[config.mk]
export PLATFORM = sky130hd
export DESIGN_NAME = mask_row_run_length_encoder_unit_flat
export DESIGN_NICKNAME = d
export VERILOG_FILES = /design/src/hw/rtl/rmre_pkg.sv /design/src/hw/rtl/rmre_if.sv /design/src/hw/rtl/mask_row_run_length_encoder_unit.sv /design/src/hw/rtl/rmre_row_scan.sv /design/src/hw/rtl/rmre_emitter.sv /design/src/flat_wrapper.sv
export SDC_FILE = /design/constraint.sdc
export NUM_CORES = 1
export LEC_CHECK = 0
export BUFFER_PORTS_ARGS = -buffer_cell sky130_fd_sc_hd__buf_2
export CAP_MARGIN = 5
export CORE_MARGIN = 1.5
export CORE_UTILIZATION = 41
export CTS_CLUSTER_DIAMETER = 120
export DETAILED_ROUTE_END_ITERATION = 8
export PLACE_DENSITY = 0.61
export SLEW_MARGIN = 15
export SYNTH_ARGS = -nofsm -noshare
export SYNTH_HDL_FRONTEND = slang
export SYNTH_HIERARCHICAL = 1
export SYNTH_SLANG_ARGS = --single-unit
export TNS_END_PERCENT = 30
[constraint.sdc]
create_clock -name i_clk -period 6.4 [get_ports i_clk]
set_input_delay 0.64 -clock i_clk [delete_from_list [all_inputs] [get_ports i_clk]]
set_output_delay 0.64 -clock i_clk [all_outputs]
set_load 0.05 [all_outputs]
[src/hw/rtl/rmre_pkg.sv]
// shared types and constants for the mask row run-length encoder
// no dependencies; every other rtl file imports this package
`default_nettype none

package rmre_pkg;

    localparam int PIX_W        = 32;
    localparam int COUNT_W      = 6;
    localparam int OFFSET_W     = 11;
    localparam int BYTES_W      = 12;
    localparam int BLOCK_SIDE_D = 32;

    typedef enum logic [1:0] {
        KIND_HEADER = 2'd0,
        KIND_RUN    = 2'd1,
        KIND_TOTAL  = 2'd2
    } t_kind;

    typedef enum logic [1:0] {
        PH_IDLE,
        PH_HEADER,
        PH_RUN,
        PH_TOTAL
    } t_phase;

    // result of scanning one row for pixel changes
    typedef struct packed {
        logic [PIX_W-1:0]   mask;
        logic [COUNT_W-1:0] nruns;
        logic               first_inv;
    } t_scan;

    // everything the emitter needs to produce one row's results
    typedef struct packed {
        logic [PIX_W-1:0]    mask;
        logic [COUNT_W-1:0]  nruns;
        logic                first_inv;
        logic [OFFSET_W-1:0] offset;
        logic [BYTES_W-1:0]  total;
        logic                final_row;
    } t_row_info;

endpackage

`default_nettype wire

[src/hw/rtl/rmre_if.sv]
// valid/ready channel interfaces for mask rows in and encoded results out
// depends on rmre_pkg
`default_nettype none

interface rmre_in_if;
    import rmre_pkg::*;

    logic             valid;
    logic             ready;
    logic [PIX_W-1:0] row_pixels;

    modport source (output valid, output row_pixels, input ready);
    modport sink   (input valid, input row_pixels, output ready);
endinterface

interface rmre_out_if;
    import rmre_pkg::*;

    logic                valid;
    logic                ready;
    t_kind               kind;
    logic [COUNT_W-1:0]  count;
    logic                first_invisible;
    logic [OFFSET_W-1:0] row_offset_words;
    logic [BYTES_W-1:0]  block_bytes;
    logic                last;

    modport source (output valid, output kind, output count, output first_invisible,
                    output row_offset_words, output block_bytes, output last,
                    input ready);
    modport sink   (input valid, input kind, input count, input first_invisible,
                    input row_offset_words, input block_bytes, input last,
                    output ready);
endinterface

`default_nettype wire

[src/hw/rtl/mask_row_run_length_encoder_unit.sv]
// mask row run-length encoder: one 32-pixel row in, header + runs (+ block total) out
// the row is registered on acceptance, then loaded into the emitter when it is free;
// the emitter registers one result per cycle at its output unless the output stalls;
// a row gives a header, 1 to BLOCK_SIDE runs, and on a block's last row a byte total
// reset clears the row counter and loads the offset and byte counters; no clearing pass
`default_nettype none

module mask_row_run_length_encoder_unit #(
    parameter int BLOCK_SIDE = rmre_pkg::BLOCK_SIDE_D
) (
    input  wire logic   i_clk,
    input  wire logic   i_rst_n,
    rmre_in_if.sink     i_row,
    rmre_out_if.source  o_res
);
    import rmre_pkg::*;

    localparam int                  RowW     = $clog2(BLOCK_SIDE);
    localparam logic [OFFSET_W-1:0] OffReset = OFFSET_W'(8 + 2 * BLOCK_SIDE);
    localparam logic [BYTES_W-1:0]  ByteReset = BYTES_W'(16 + 4 * BLOCK_SIDE);

    logic                r_in_valid;
    logic [PIX_W-1:0]    r_pix;
    logic [RowW-1:0]     r_row;
    logic [OFFSET_W-1:0] r_off_acc, n_off_acc;
    logic [BYTES_W-1:0]  r_byte_acc, n_byte_acc;

    t_scan     scan;
    t_row_info info;
    logic      emit_free;
    logic      load;
    logic      final_row;

    assign i_row.ready = !r_in_valid;
    assign load        = r_in_valid && emit_free;

    rmre_row_scan #(.BLOCK_SIDE(BLOCK_SIDE)) u_scan (
        .i_pixels (r_pix),
        .o_scan   (scan)
    );

    assign final_row  = (r_row == RowW'(BLOCK_SIDE - 1));
    assign n_off_acc  = r_off_acc + OFFSET_W'(2) + OFFSET_W'(scan.nruns);
    assign n_byte_acc = r_byte_acc + BYTES_W'(4) + (BYTES_W'(scan.nruns) << 1);

    assign info.mask      = scan.mask;
    assign info.nruns     = scan.nruns;
    assign info.first_inv = scan.first_inv;
    assign info.offset    = r_off_acc;
    assign info.total     = n_byte_acc;
    assign info.final_row = final_row;

    always_ff @(posedge i_clk) begin
        if (!i_rst_n) begin
            r_in_valid <= 1'b0;
            r_row      <= '0;
            r_off_acc  <= OffReset;
            r_byte_acc <= ByteReset;
        end else begin
            if (i_row.valid && i_row.ready) begin
                r_in_valid <= 1'b1;
            end else if (load) begin
                r_in_valid <= 1'b0;
            end
            if (load) begin
                // counters move on as the row enters the emitter
                if (final_row) begin
                    r_row      <= '0;
                    r_off_acc  <= OffReset;
                    r_byte_acc <= ByteReset;
                end else begin
                    r_row      <= r_row + RowW'(1);
                    r_off_acc  <= n_off_acc;
                    r_byte_acc <= n_byte_acc;
                end
            end
        end
    end

    always_ff @(posedge i_clk) begin
        if (i_row.valid && i_row.ready) begin
            r_pix <= i_row.row_pixels;
        end
    end

    rmre_emitter #(.BLOCK_SIDE(BLOCK_SIDE)) u_emit (
        .i_clk   (i_clk),
        .i_rst_n (i_rst_n),
        .i_load  (load),
        .i_info  (info),
        .o_free  (emit_free),
        .o_res   (o_res)
    );

endmodule

`default_nettype wire

[src/hw/rtl/rmre_row_scan.sv]
// marks pixel changes in one mask row and counts its runs
// depends on rmre_pkg
`default_nettype none

module rmre_row_scan #(
    parameter int BLOCK_SIDE = rmre_pkg::BLOCK_SIDE_D
) (
    input  wire logic [rmre_pkg::PIX_W-1:0] i_pixels,
    output rmre_pkg::t_scan                 o_scan
);
    import rmre_pkg::*;

    logic [PIX_W-1:0] chg;

    // bit w set where pixel w differs from pixel w-1, only inside the row
    always_comb begin
        chg = '0;
        for (int w = 1; w < PIX_W; w++) begin
            if (w < BLOCK_SIDE) begin
                chg[w] = i_pixels[w] ^ i_pixels[w-1];
            end
        end
    end

    assign o_scan.mask      = chg;
    assign o_scan.nruns     = COUNT_W'($countones(chg)) + COUNT_W'(1);
    assign o_scan.first_inv = ~i_pixels[0];

endmodule

`default_nettype wire

[src/hw/rtl/rmre_emitter.sv]
// steps through a row's header, run lengths and last-row block total, one result a cycle unless stalled
// depends on rmre_pkg and rmre_out_if
`default_nettype none

module rmre_emitter #(
    parameter int BLOCK_SIDE = rmre_pkg::BLOCK_SIDE_D
) (
    input  wire logic                i_clk,
    input  wire logic                i_rst_n,
    input  wire logic                i_load,
    input  wire rmre_pkg::t_row_info i_info,
    output logic                     o_free,
    rmre_out_if.source               o_res
);
    import rmre_pkg::*;

    t_phase              r_phase, n_phase;
    t_row_info           r_info, n_info;
    logic [PIX_W-1:0]    r_mask, n_mask;
    logic [COUNT_W-1:0]  r_pos, n_pos;

    logic                r_out_valid, n_out_valid;
    t_kind               r_kind, n_kind;
    logic [COUNT_W-1:0]  r_count, n_count;
    logic                r_inv, n_inv;
    logic [OFFSET_W-1:0] r_off, n_off;
    logic [BYTES_W-1:0]  r_bytes, n_bytes;
    logic                r_last, n_last;

    logic                can_emit;
    logic                finishing;
    logic [COUNT_W-1:0]  nxt_pos;

    assign can_emit = !r_out_valid || o_res.ready;

    // end of the current run: lowest remaining change, or the row end
    always_comb begin
        nxt_pos = COUNT_W'(BLOCK_SIDE);
        for (int i = PIX_W - 1; i >= 1; i--) begin
            if (r_mask[i]) begin
                nxt_pos = COUNT_W'(i);
            end
        end
    end

    always_comb begin
        n_phase     = r_phase;
        n_info      = r_info;
        n_mask      = r_mask;
        n_pos       = r_pos;
        n_out_valid = r_out_valid && !o_res.ready;
        n_kind      = r_kind;
        n_count     = r_count;
        n_inv       = r_inv;
        n_off       = r_off;
        n_bytes     = r_bytes;
        n_last      = r_last;
        finishing   = 1'b0;

        unique case (r_phase)
            PH_IDLE: begin
            end
            PH_HEADER: begin
                if (can_emit) begin
                    n_out_valid = 1'b1;
                    n_kind      = KIND_HEADER;
                    n_count     = r_info.nruns;
                    n_inv       = r_info.first_inv;
                    n_off       = r_info.offset;
                    n_bytes     = '0;
                    n_last      = 1'b0;
                    n_phase     = PH_RUN;
                end
            end
            PH_RUN: begin
                if (can_emit) begin
                    n_out_valid = 1'b1;
                    n_kind      = KIND_RUN;
                    n_count     = nxt_pos - r_pos;
                    n_inv       = 1'b0;
                    n_off       = '0;
                    n_bytes     = '0;
                    n_last      = 1'b0;
                    n_mask      = r_mask & (r_mask - PIX_W'(1));
                    n_pos       = nxt_pos;
                    if (r_mask == '0) begin
                        if (r_info.final_row) begin
                            n_phase = PH_TOTAL;
                        end else begin
                            n_last    = 1'b1;
                            n_phase   = PH_IDLE;
                            finishing = 1'b1;
                        end
                    end
                end
            end
            PH_TOTAL: begin
                if (can_emit) begin
                    n_out_valid = 1'b1;
                    n_kind      = KIND_TOTAL;
                    n_count     = '0;
                    n_inv       = 1'b0;
                    n_off       = '0;
                    n_bytes     = r_info.total;
                    n_last      = 1'b1;
                    n_phase     = PH_IDLE;
                    finishing   = 1'b1;
                end
            end
            default: begin
                n_phase = PH_IDLE;
            end
        endcase

        if (i_load) begin
            n_phase = PH_HEADER;
            n_info  = i_info;
            n_mask  = i_info.mask;
            n_pos   = '0;
        end
    end

    assign o_free = (r_phase == PH_IDLE) || finishing;

    always_ff @(posedge i_clk) begin
        if (!i_rst_n) begin
            r_phase     <= PH_IDLE;
            r_out_valid <= 1'b0;
        end else begin
            r_phase     <= n_phase;
            r_out_valid <= n_out_valid;
        end
    end

    always_ff @(posedge i_clk) begin
        r_info  <= n_info;
        r_mask  <= n_mask;
        r_pos   <= n_pos;
        r_kind  <= n_kind;
        r_count <= n_count;
        r_inv   <= n_inv;
        r_off   <= n_off;
        r_bytes <= n_bytes;
        r_last  <= n_last;
    end

    assign o_res.valid            = r_out_valid;
    assign o_res.kind             = r_kind;
    assign o_res.count            = r_count;
    assign o_res.first_invisible  = r_inv;
    assign o_res.row_offset_words = r_off;
    assign o_res.block_bytes      = r_bytes;
    assign o_res.last             = r_last;

    a_load_when_free: assert property (@(posedge i_clk) disable iff (!i_rst_n)
        i_load |-> o_free)
        else $error("row loaded while emitter busy");

    a_header_then_run: assert property (@(posedge i_clk) disable iff (!i_rst_n)
        (r_phase == PH_HEADER && can_emit && !i_load) |=> (r_phase == PH_RUN))
        else $error("header not followed by runs");

    a_run_nonzero: assert property (@(posedge i_clk) disable iff (!i_rst_n)
        (r_out_valid && r_kind == KIND_RUN) |-> (r_count != '0))
        else $error("zero-length run emitted");

    a_pos_in_row: assert property (@(posedge i_clk) disable iff (!i_rst_n)
        (r_phase == PH_RUN) |-> (r_pos < COUNT_W'(BLOCK_SIDE)))
        else $error("run position past row end");

endmodule

`default_nettype wire
[src/flat_wrapper.sv]
// flat-port wrapper written by rule: the top's interface ports become plain ports
module mask_row_run_length_encoder_unit_flat import rmre_pkg::*;
#(
    parameter int BLOCK_SIDE = rmre_pkg::BLOCK_SIDE_D
)
  (i_clk, i_rst_n, i_row_valid, i_row_row_pixels, i_row_ready, o_res_valid, o_res_kind, o_res_count, o_res_first_invisible, o_res_row_offset_words, o_res_block_bytes, o_res_last, o_res_ready);
  rmre_in_if i_row_i ();
  rmre_out_if o_res_i ();
  input  wire logic i_clk;
  input  wire logic i_rst_n;
  input wire logic [$bits(i_row_i.valid)-1:0] i_row_valid;
  input wire logic [$bits(i_row_i.row_pixels)-1:0] i_row_row_pixels;
  output wire logic [$bits(i_row_i.ready)-1:0] i_row_ready;
  output wire logic [$bits(o_res_i.valid)-1:0] o_res_valid;
  output wire logic [$bits(o_res_i.kind)-1:0] o_res_kind;
  output wire logic [$bits(o_res_i.count)-1:0] o_res_count;
  output wire logic [$bits(o_res_i.first_invisible)-1:0] o_res_first_invisible;
  output wire logic [$bits(o_res_i.row_offset_words)-1:0] o_res_row_offset_words;
  output wire logic [$bits(o_res_i.block_bytes)-1:0] o_res_block_bytes;
  output wire logic [$bits(o_res_i.last)-1:0] o_res_last;
  input wire logic [$bits(o_res_i.ready)-1:0] o_res_ready;
  assign i_row_i.valid = i_row_valid;
  assign i_row_i.row_pixels = i_row_row_pixels;
  assign i_row_ready = i_row_i.ready;
  assign o_res_valid = o_res_i.valid;
  assign o_res_kind = o_res_i.kind;
  assign o_res_count = o_res_i.count;
  assign o_res_first_invisible = o_res_i.first_invisible;
  assign o_res_row_offset_words = o_res_i.row_offset_words;
  assign o_res_block_bytes = o_res_i.block_bytes;
  assign o_res_last = o_res_i.last;
  assign o_res_i.ready = o_res_ready;
  mask_row_run_length_encoder_unit #(.BLOCK_SIDE(BLOCK_SIDE)) u_core (.i_clk(i_clk), .i_rst_n(i_rst_n), .i_row(i_row_i), .o_res(o_res_i));
endmodule
==> reports/results.tsv <==
metric	value	unit
proportion of synthesized area in mux cells	0.115	%
Top FF cell, synth	edfxtp_1	
crit start category	flip-flop	
Worst-Skew Late Latency	430	ps
Min-Delay Path Class	in2reg	
Avg Vias per Cell	4.87	
WL/cell	14.4	µm
status	complete, but fails checks	
io pins	71	
CP max FO	3	
Non-Filler Instances	1206	
post-synthesis simple-gate area fraction	12.9	%
Antenna Violating Nets Remaining	0	
Die Y	149	µm
CTS Sinks	165	
critical path type	reg2reg	
first-pass GRT wire length	28.4	mm
Slew Viols, Final	0	
Final period util	101	%
post-synthesis sequential area ratio	52.7	%
post-synth cell types	67	
Final Hold Viols	0	
minimum clock period	6460	ps
root buf cell	clkbuf_16	
largest net degree at the start of global routing	68	
max incr delay on CP	570	ps
Synth Area in Adders	12.2	%
number of global-route vias before repair	5665	
initial antenna violation count	0	
clk_skew	10.1	ps
GPL Wtd Cong	0.858	
failing checks	setup timing	
area delta synth->final	22.6	%
final WL	17.4	mm
CP most frequent cell	fa_1	
cts bufs inserted	17	
gr ovfl total	0	
# DRC	0	
f_max	0.155	GHz
final setup margin	-57.5	ps
XOR/XNOR share of the synthesized area	5.39	%
max_cap viols	0	
initial core utilization	41.5	%
Pre-antenna DRT Iters	4	
Die Area	22100	µm²
share of cells above drive strength 1	24.5	%
Synth Area in Compound Gates	11.7	%
crit end category	flip-flop	
DR iter-0 viols	284	
row cnt	53	
largest delay contributor family on the critical path	adder cells	
Hold WS	378	ps
clock slew at reported path FFs	70	ps
CTS tree	done	
Port Buffers	70	
core area	21000	µm²
Post-Syn Instances	777	
# setup viols final	2	
crit-path cells	xor2_2, fa_1, inv_2, fa_1, fa_1, fa_1, inv_1, fa_1, inv_1, fa_1, inv_1, ha_2, fa_2, inv_4, ha_4, inv_2, ha_4, fa_2, a21o_1, o21ba_4, o311ai_4, xor2_1, nor2_1	
H-tree Lvls	4	
worst path required time	6710	ps
async set-reset flop share out of synthesis	0	%
Mapped Area	8700	µm²
actual slew at the worst max-slew pin	1010	ps
clock buffer depth	2	
# diodes	0	
Cell Count Post-Placement	1159	
unrepaired setup endpoints after global routing	true	
via count	5874	
synthesis-stage register bit count	165	
CP max-delay cell	fa_1	
number of synthesized flops with an enable pin	128	
Slew headroom	32.7	%
crit path DAT	6770	ps
nets	1023	
WP buf/inv	6	
hpwl dp	12.4	mm
worst slack at placement	-325	ps
Synth Warn #	6	
largest family of logic cells by synthesized area	simple AND/OR/NAND/NOR gates	
Mapped Avg Cell Area	11.2	µm²
gr usage total	16.6	%
Chip Width	149	µm
syn nets	882	
## what timing repair did
item,4_1_cts,5_1_grt
gates cloned,0,0
hold buffers,0,0
resized for setup,36,3
setup buffers,14,1
pin swaps,39,15
setup endpoints to repair,19,18
## Yosys cell counts (all sizes together) (4+ instances only)
library cell,instances,area [µm²]
edfxtp,128,3840
nand2,89,334
inv,81,304
o21ai,72,364
ha,43,538
dfxtp,37,741
nor2,35,139
xor2,31,272
and2,29,181
fa,26,521
xnor2,20,175
a21oi,19,106
clkbuf,17,67.6
nand3,13,65.1
nor3,11,66.3
nor2b,10,62.6
a21o,8,61.3
nor4,8,62.6
a211oi,7,57.6
a22o,7,61.3
buf,7,61.3
nand4,7,43.8
or4,6,56.3
o21bai,5,37.5
a21boi,4,30.0
and3,4,25.0
o211ai,4,30.0
o31ai,4,30.0
o41ai,4,35.0
or2,4,25.0
## kinds of logic (layout without fill, tap and decap cells)
family                   count (synthesis)  in the layout
buffers and inverters                  105            259
adder cells (fa/ha/maj)                 69             69
AND/OR/NAND/NOR                        225            225
AO/OA/AOI/OAI                          158            158
multiplexers                             1              1
XOR/XNOR                                52             52
flip-flops                             165            165
other                                    2              2
## state kept, by name, summed over array words and instances (netlist names)
signal	cells
u_core/r_pix	32
u_core/u_emit/r_mask	32
u_core/u_emit/r_info	31
u_core/u_emit/o_res.block_bytes	12
u_core/r_byte_acc	11
u_core/r_off_acc	11
u_core/u_emit/o_res.row_offset_words	11
u_core/u_emit/o_res.count	6
u_core/u_emit/r_pos	6
u_core/r_row	5
u_core/u_emit/o_res.kind	2
u_core/u_emit/r_phase	2
u_core/r_in_valid	1
u_core/u_emit/o_res.first_invisible	1
u_core/u_emit/o_res.last	1
u_core/u_emit/o_res.valid	1
## path summary, 6_finish.rpt
path | slack, ps | startpoint | end | cells after the start
setup / recovery | -60 | u_core/r_pix[25] | u_core/r_off_acc[9] | 23
hold / removal | 380 | i_row_row_pixels[23] | u_core/r_pix[23] | 1
setup reg to reg | -60 | u_core/r_pix[25] | u_core/r_off_acc[9] | 23
hold reg to reg | 440 | u_core/r_off_acc[1] | u_core/u_emit/r_info[14] | 0
## routing by layer
layer	wire length, µm	GRT usage, %	vias to the layer above	share of wire, %
met3	728	3.50	24	4.2
met4	325	6.53	0	1.9
met5	0	0	-	0
li1	-	-	3011	-
met1	8850	24.1	2718	51
met2	7520	24.3	121	43
## metrics by stage
| stage | setup TNS, ps | instance area (µm²) | utilization [%] |
|---|---|---|---|
| final | -107 | 10700 | 50.9 |
| after global routing | -2640 | 10700 | 50.9 |
| after CTS | -648 | 10600 | 50.8 |
| after detailed placement | -4160 | 9740 | 46.5 |
| after global placement | -2710 | 9740 | 46.5 |
| after floorplan | -0.104 | 8700 | - |
## cell usage in the layout (no fill, tap or decap), types with 11 or more instances in the layout
cell,n
o21ai_0,57
edfxtp_1,128
ha_1,34
inv_1,75
nor2_1,34
fa_1,23
and2_1,29
dfxtp_1,37
nand2_1,89
xor2_1,27
xnor2_1,18
o21ai_1,11
buf_4,75
a21oi_1,16
buf_2,70
nand3_1,13
clkbuf_16,17
## layout make-up
type / instances / area, µm²
tap: 275 / 344
fill: 1884 / 10300
clock inverter: 15 / 168
clock buffer: 17 / 425
multi-input combinational: 507 / 3910
timing repair buffer: 146 / 933
inverter: 81 / 308
sequential: 165 / 4580
Power is left out: the tool's default activity adds up to more than one toggle a clock period on the data nets, which glitch-free logic cannot reach.
